==> config.mk <==
export PLATFORM = sky130hd
export DESIGN_NAME = rad_cfg
export DESIGN_NICKNAME = d
export VERILOG_FILES = /design/src/sv/rad_pkg.sv /design/src/sv/rad_cfg.sv
export VERILOG_INCLUDE_DIRS = /design/src /design/src/sv
export SDC_FILE = /design/constraint.sdc
export NUM_CORES = 1
export LEC_CHECK = 0
export BUFFER_PORTS_ARGS = -buffer_cell sky130_fd_sc_hd__buf_2
export CAP_MARGIN = 10
export CORE_ASPECT_RATIO = 0.75
export CORE_MARGIN = 2
export CORE_UTILIZATION = 51
export DETAILED_ROUTE_END_ITERATION = 12
export PLACE_DENSITY_LB_ADDON = 0.12
export SLEW_MARGIN = 40
export SYNTH_ARGS = -nofsm -noshare
export SYNTH_HDL_FRONTEND = slang
export SYNTH_SLANG_ARGS = --single-unit
==> constraint.sdc <==
create_clock -name clk -period 3.6 [get_ports clk]
set_clock_uncertainty 0.15 [all_clocks]
set_input_delay 1.08 -clock clk [delete_from_list [all_inputs] [get_ports clk]]
set_output_delay 1.08 -clock clk [all_outputs]
set_load 0.1 [all_outputs]
==> src/sv/assert_macros.svh <==
// Assertion macros shared by the rotation displacement RTL.
`ifndef ASSERT_MACROS_SVH
`define ASSERT_MACROS_SVH

// Same-cycle implication, off while rst is high.
`define ASSERT_IMPL(label, ante, cons, msg) \
  label: assert property (@(posedge clk) disable iff (rst) (ante) |-> (cons)) else $error(msg);

// Next-cycle implication, off while rst is high.
`define ASSERT_NEXT(label, ante, cons, msg) \
  label: assert property (@(posedge clk) disable iff (rst) (ante) |=> (cons)) else $error(msg);

`endif

==> src/sv/rad_pkg.sv <==
// Shared types, register codes, width helpers and saturating arithmetic.
`default_nettype none

package rad_pkg;

  localparam int UNIT_W    = 16;
  localparam int REG_IDX_W = 3;

  localparam logic [REG_IDX_W-1:0] REG_ORIGIN_X = 3'd0;
  localparam logic [REG_IDX_W-1:0] REG_ORIGIN_Y = 3'd1;
  localparam logic [REG_IDX_W-1:0] REG_ORIGIN_Z = 3'd2;
  localparam logic [REG_IDX_W-1:0] REG_DIR_X    = 3'd3;
  localparam logic [REG_IDX_W-1:0] REG_DIR_Y    = 3'd4;
  localparam logic [REG_IDX_W-1:0] REG_DIR_Z    = 3'd5;
  localparam logic [REG_IDX_W-1:0] REG_COS      = 3'd6;
  localparam logic [REG_IDX_W-1:0] REG_SIN      = 3'd7;

  localparam logic signed [127:0] WIDE_MAX = 128'sh7fff_ffff_ffff_ffff;
  localparam logic signed [127:0] WIDE_MIN = -WIDE_MAX;

  typedef struct packed {
    logic signed [UNIT_W-1:0] dir_x;
    logic signed [UNIT_W-1:0] dir_y;
    logic signed [UNIT_W-1:0] dir_z;
    logic signed [UNIT_W-1:0] cos_a;
    logic signed [UNIT_W-1:0] sin_a;
  } unit_cfg_t;

  function automatic int imin(input int a, input int b);
    return (a < b) ? a : b;
  endfunction

  function automatic int imax(input int a, input int b);
    return (a > b) ? a : b;
  endfunction

  // APB data width and address stride follow the widest register
  function automatic int apb_data_w(input int cw);
    return (cw > 32) ? 64 : 32;
  endfunction

  function automatic int apb_addr_lsb(input int cw);
    return (cw > 32) ? 3 : 2;
  endfunction

  // datapath widths, each just wide enough for its value range
  function automatic int p_w(input int cw);
    return cw + 1;
  endfunction

  function automatic int prod_w(input int cw);
    return UNIT_W + cw + 1;
  endfunction

  function automatic int m_w(input int cw);
    return imin(prod_w(cw), 64);
  endfunction

  function automatic int dot_w(input int cw, input int f);
    return imin(prod_w(cw) + 3, 64) - f;
  endfunction

  function automatic int o_w(input int f);
    return imax(f + 2, UNIT_W + 1);
  endfunction

  function automatic int b_w(input int f);
    return o_w(f) + UNIT_W + 1 - f;
  endfunction

  function automatic int t1_w(input int cw, input int f);
    return imin(o_w(f) + p_w(cw), 64);
  endfunction

  function automatic int t2_w(input int cw, input int f);
    return imin(b_w(f) + dot_w(cw, f), 64);
  endfunction

  function automatic int t3_w(input int cw, input int f);
    return imin(UNIT_W + dot_w(cw, f), 64);
  endfunction

  function automatic int rel_w(input int cw, input int f);
    return imin(imax(t1_w(cw, f), imax(t2_w(cw, f), t3_w(cw, f))) + 3, 64) - f;
  endfunction

  function automatic int q_w(input int cw, input int f);
    return imin(rel_w(cw, f) + UNIT_W, 64);
  endfunction

  // clamp to +-(2^63 - 1)
  function automatic logic signed [63:0] sat64(input logic signed [127:0] v);
    logic signed [63:0] r;
    if (v > WIDE_MAX) begin
      r = WIDE_MAX[63:0];
    end else if (v < WIDE_MIN) begin
      r = WIDE_MIN[63:0];
    end else begin
      r = v[63:0];
    end
    return r;
  endfunction

  // drop frac bits, round half up, saturating add of the half
  function automatic logic signed [63:0] rnd(input logic signed [63:0] v, input int frac);
    logic signed [127:0] half;
    logic signed [63:0]  t;
    half = 128'sd1 <<< (frac - 1);
    t    = sat64(128'(v) + half);
    return t >>> frac;
  endfunction

endpackage

`default_nettype wire

==> src/sv/rad_cfg.sv <==
// APB register bank: axis origin, axis direction, cosine and sine.
`default_nettype none

`include "assert_macros.svh"

module rad_cfg #(
  parameter int COORD_WIDTH    = 32,
  parameter int UNIT_FRAC_BITS = 14,
  localparam int DATA_W   = rad_pkg::apb_data_w(COORD_WIDTH),
  localparam int ADDR_LSB = rad_pkg::apb_addr_lsb(COORD_WIDTH),
  localparam int ADDR_W   = ADDR_LSB + rad_pkg::REG_IDX_W
) (
  input  logic                          clk,
  input  logic                          rst,
  input  logic                          psel,
  input  logic                          penable,
  input  logic                          pwrite,
  input  logic [ADDR_W-1:0]             paddr,
  input  logic [DATA_W-1:0]             pwdata,
  output logic [DATA_W-1:0]             prdata,
  output logic                          pready,
  output logic signed [COORD_WIDTH-1:0] origin_x,
  output logic signed [COORD_WIDTH-1:0] origin_y,
  output logic signed [COORD_WIDTH-1:0] origin_z,
  output rad_pkg::unit_cfg_t            cfg
);

  localparam int UW = rad_pkg::UNIT_W;
  localparam logic signed [UW-1:0] ONE_U = UW'(1 << UNIT_FRAC_BITS);

  logic                          wr;
  logic [rad_pkg::REG_IDX_W-1:0] idx;

  assign pready = 1'b1;
  assign wr     = psel && penable && pwrite && pready;
  assign idx    = paddr[ADDR_W-1:ADDR_LSB];

  always_ff @(posedge clk) begin
    if (rst) begin
      origin_x  <= '0;
      origin_y  <= '0;
      origin_z  <= '0;
      cfg.dir_x <= '0;
      cfg.dir_y <= '0;
      cfg.dir_z <= ONE_U;
      cfg.cos_a <= ONE_U;
      cfg.sin_a <= '0;
    end else if (wr) begin
      case (idx)
        rad_pkg::REG_ORIGIN_X: origin_x  <= pwdata[COORD_WIDTH-1:0];
        rad_pkg::REG_ORIGIN_Y: origin_y  <= pwdata[COORD_WIDTH-1:0];
        rad_pkg::REG_ORIGIN_Z: origin_z  <= pwdata[COORD_WIDTH-1:0];
        rad_pkg::REG_DIR_X:    cfg.dir_x <= pwdata[UW-1:0];
        rad_pkg::REG_DIR_Y:    cfg.dir_y <= pwdata[UW-1:0];
        rad_pkg::REG_DIR_Z:    cfg.dir_z <= pwdata[UW-1:0];
        rad_pkg::REG_COS:      cfg.cos_a <= pwdata[UW-1:0];
        rad_pkg::REG_SIN:      cfg.sin_a <= pwdata[UW-1:0];
        default: ;
      endcase
    end
  end

  // readback, sign-extended to the bus
  always_comb begin
    case (idx)
      rad_pkg::REG_ORIGIN_X: prdata = DATA_W'(origin_x);
      rad_pkg::REG_ORIGIN_Y: prdata = DATA_W'(origin_y);
      rad_pkg::REG_ORIGIN_Z: prdata = DATA_W'(origin_z);
      rad_pkg::REG_DIR_X:    prdata = DATA_W'(cfg.dir_x);
      rad_pkg::REG_DIR_Y:    prdata = DATA_W'(cfg.dir_y);
      rad_pkg::REG_DIR_Z:    prdata = DATA_W'(cfg.dir_z);
      rad_pkg::REG_COS:      prdata = DATA_W'(cfg.cos_a);
      rad_pkg::REG_SIN:      prdata = DATA_W'(cfg.sin_a);
      default:               prdata = '0;
    endcase
  end

  `ASSERT_NEXT(a_cos_readback, wr && (idx == rad_pkg::REG_COS), prdata[UW-1:0] == $past(pwdata[UW-1:0]) || idx != rad_pkg::REG_COS, "cosine readback differs from last write")

endmodule

`default_nettype wire

Word level (Yosys, flattened, before mapping)
Index checks and enable logic that the tools add are counted.

storage, ports and cells
  output and inout bits = 209
  word-level logic and storage cells = 27
  input bits = 42
  register bits = 176

operators by class
  mux-type cells = 1
  reduce and logical (&&, ||, !) cells = 11
  equal/unequal tests = 7

operators with widths
  operator            count
  $pmux 32 s8         1
  $reduce_and 2->1    8
  $eq 3x3->1 const B  4
  $eq 3x2->1 const B  2
  $eq 3x1->1 const B  1
  $logic_not 3->1     1
  $logic_and 1x1->1   2

Logic depth before layout (Yosys ltp)
  depth in word-level cells = 3
  gate-level depth with buffers = 7

Worst setup path before layout
OpenSTA, ideal clock, no wires.

  path kind = input -> output
  from = in paddr[2]
  to = out prdata[14]
  stages on the path = 6
  required time = 2.370 ns
  path slack = -1.010 ns
  arrival time = 3.380 ns
  cell sequence = buf_2 -> buf_2 -> buf_2 -> a221oi_1 -> a21oi_1 -> a21oi_1

between the ends
  word-level cells in the longest chain between the ends = 2
  elaborated cells between the ends (all ways) = 9
  classes of those cells = 7 x eq/ne; 1 x mux; 1 x reduce/logical

RTL lines
  what                                      RTL line       RTL
  start, declared                           rad_cfg.sv:18  input logic [ADDR_W-1:0] paddr,
  $eq 3x3->1, or another cell as far along  rad_cfg.sv:65  case (idx)
  $pmux 32 s8 (*)                           rad_cfg.sv:65
  end, declared                             rad_cfg.sv:20  output logic [DATA_W-1:0] prdata,

Mark *: on every way between the ends. The rest lies on a longest branch, timed or not.

Worst setup path in the final report
  from = in paddr[2]
  to = out prdata[22]

Same word-level chain as after synthesis.

==> key figures <==
Outcome
  • Status: finished with violations
  • Violated checks: setup timing

Power and ir drop
  • Pwr dens: 433.4 nW/um^2
  • Switch Pwr: 1.405 mW
  • Clock Power Share: 43.6%
  • Pleak: 4.552 nW
  • Sequential share of power: 39.7%
  • Switching Fraction: 28.28%
  • VDD IR-drop max: 0.3826 mV
  • Int Pwr: 3.563 mW
  • Combinational cell fraction of total power: 16.7%
  • PnR Total Power: 4.968 mW

Timing
  • Final Cycle Share: 104.2%
  • # setup viols final: 30
  • Hold WS: 319.0 ps
  • TNS Setup: -3010 ps
  • Hold Violations, Final: 0
  • Final WS setup: -152.7 ps
  • Fin. max-slew vios: 0
  • Slew headroom: 41.84%
  • Fin crit period: 3753 ps
  • F_max: 266.5 MHz
  • Worst-Margin Slew: 872.4 ps
  • RSZ-0062 raised after global routing: yes

Layout
  • Fin nets: 1288
  • Post-route cell area: 11460 um^2
  • Syn-to-layout area delta: 49.15%
  • N_diodes: 0
  • Fraction of layout cells with a size suffix above 1: 35.11%

Floorplanning
  • Starting Density: 52.66%
  • Top Ports: 251
  • Die Y-Extent: 110.3 um
  • Die X: 145.8 um
  • Rows: 38
  • Die ar.: 16080 um^2
  • Core Box Area: 14600 um^2

Worst setup path
  • CP required: 2370 ps
  • Crit path kind: primary input to primary output
  • Setup crit end kind: primary output
  • CP Launch Type: primary input
  • Delay of the slowest critical-path stage: 330 ps
  • Crit-path max FO: 8
  • Slowest cell on crit path: or3_4
  • Critical Path, Cell by Cell: buf_6 > mux2_4 > or3_4 > o31a_4 > buf_16 > o22a_4 > buf_12
  • Worst endpoint data arrival time: 2520 ps

Clock network
  • Clock tree buffer depth: 2
  • Sink Count: 176
  • TritonCTS clock tree: built
  • Number of buffers created by CTS: 17
  • Root Driver: clkbuf_16
  • H-Tree Depth: 4
  • Clk slew on worst S/H paths: 70 ps
  • Post-CTS Repair Setup Buffers: 0
  • Worst skew pair latency: 440 ps

Yosys
  • Share of the synthesized area in the top cell type: 45.84%
  • Sequential area share after synthesis: 45.84%
  • Cell area after synthesis: 7686 um^2
  • Cell taking the most area after synthesis: dfxtp_1
  • Ys flop type: dfxtp_1
  • Gate Count Post-Synth: 1021
  • Synth area leaders: dfxtp_1, nand2_1, a21oi_1
  • FFs w/ async S/R, synth: 0%
  • #FFs+latches synth: 176
  • Mapped Nets: 1063
  • Netlist cell types: 36
  • Post-synth top cells: nand2_1, a21oi_1, dfxtp_1
  • Post-synth EDFFs: 0
  • Syn_area_per_cell: 7.528 um^2
  • Most common cell in the netlist: nand2_1
  • Syn. warnings: 0

Routing
  • Final ANT Viol Nets: 0
  • WL final: 29.53 mm
  • Initial DRC count: 1006
  • Avg WL per Cell: 20.24 um
  • DR pass1 iterations: 5
  • Via count: 8651
  • Final routed DRC violation total: 0
  • Vias/cell: 5.929

Global routing
  • Antenna violations before repair: 1
  • First-pass GRT wire length: 44.66 mm
  • Grt total ovfl: 0
  • Tot GR Track Use: 36.12%
  • Largest net degree at the start of global routing: 177
  • Vias in the first global route: 8013

Placement
  • Port buffer count: 247
  • Placed instance area: 10120 um^2
  • Routability cong.: 0.8835
  • Dpl hpwl: 18.61 mm

Hold path
  • Hold/Removal Path Class: flop to flop

Flow run
  • Max-cap violations: 0
## routing by layer
layer  share of wire [%]  vias to the layer above  global-route usage [%]
li1                    -                     3912                       -
met1                  40                     4051                   48.78
met2                  45                      614                   55.42
met3                  12                       72                   11.19
met4                 2.1                        2                   12.11
met5               0.051                        -                       0
## cells in the final DEF (no fill, tap or decap), types with 2 or more instances in the layout
master / instances
or3_4: 2
or3_1: 2
buf_12: 46
a21oi_4: 2
a22oi_1: 18
inv_6: 4
buf_6: 7
clkbuf_16: 17
inv_1: 15
buf_2: 212
nand2b_1: 4
a22o_1: 4
o21ai_0: 33
a22oi_2: 2
or2_1: 2
nand3b_1: 2
a221oi_2: 11
nor2_4: 26
buf_16: 5
a21oi_1: 178
nand2_1: 322
nor2_1: 17
nor3_4: 2
or2_2: 2
o2bb2ai_1: 12
nor2_2: 8
a221oi_4: 15
bufinv_16: 6
dfxtp_1: 176
nor2b_4: 3
nand3_1: 2
o22a_4: 17
mux2i_1: 22
buf_4: 40
## final cells by class
type	count	area, um^2
fillers	1058	3133
clock inverters	14	247.7
repair buffers	311	2514
flip-flops and latches	176	3523
multi-input cells	724	4429
well taps	200	250.2
clock buffers	18	439.2
inverters	16	60.06
## flip-flops by register name, indices dropped and copies added (netlist names)
name / cells
origin_x: 32
origin_y: 32
origin_z: 32
cfg: 80
## timing repair
| action | CTS | global route |
|---|---|---|
| gates cloned | 5 | 0 |
| hold buffers | 0 | 0 |
| endpoints found under the setup margin | 32 | 32 |
| pin swaps | 25 | 4 |
| gates resized for setup | 88 | 9 |
## power groups by stage
stage | clock network, mW | registers, mW | logic (mW)
floorplan | 0 | 2.12 | 0.410
global placement | 0 | 2.02 | 0.741
detailed placement | 0 | 2.02 | 0.743
CTS | 2.17 | 1.97 | 0.812
global route | 2.26 | 1.97 | 0.852
finish | 2.16 | 1.97 | 0.829
## logic make-up (layout without fill, tap and decap cells)
logic type             Yosys count  count (layout)  synth area share [%]
AO/OA/AOI/OAI                  297             297                 23.05
buffers and inverters          121             359                 6.935
flip-flops                     176             176                 45.84
multiplexers                    26              26                 3.418
other                            1               1               0.04879
AND/OR/NAND/NOR                400             400                 20.71
## critical path, delay by kind of cell
family	cells	cell delay [ps]
buffers and inverters	3	440
multiplexers	1	290
AND/OR/NAND/NOR	1	330
AO/OA/AOI/OAI	2	370
## stage by stage
stage	cells	worst slack [ps]	util (%)
floorplan	1021	-195.6	-
global placement	1422	-197.5	69.32
detailed placement	1422	-209.0	69.32
CTS	1459	-180.4	78.22
global route	1459	-171.2	78.54
finish	1459	-152.7	78.54
## final timing paths
| check | from | end | slack (ps) | cells past startpoint |
|---|---|---|---|---|
| max | paddr[2] | prdata[22] | -150 | 7 |
| min | origin_y[17]$_SDFFE_PP0P_ | origin_y[17]$_SDFFE_PP0P_ | 320 | 2 |
| max reg2reg | cfg[50]$_SDFFE_PP0P_ | cfg[50]$_SDFFE_PP0P_ | 2640 | 2 |
| min reg2reg | origin_y[17]$_SDFFE_PP0P_ | origin_y[17]$_SDFFE_PP0P_ | 320 | 2 |
Power figures use the tool's default switching activity.
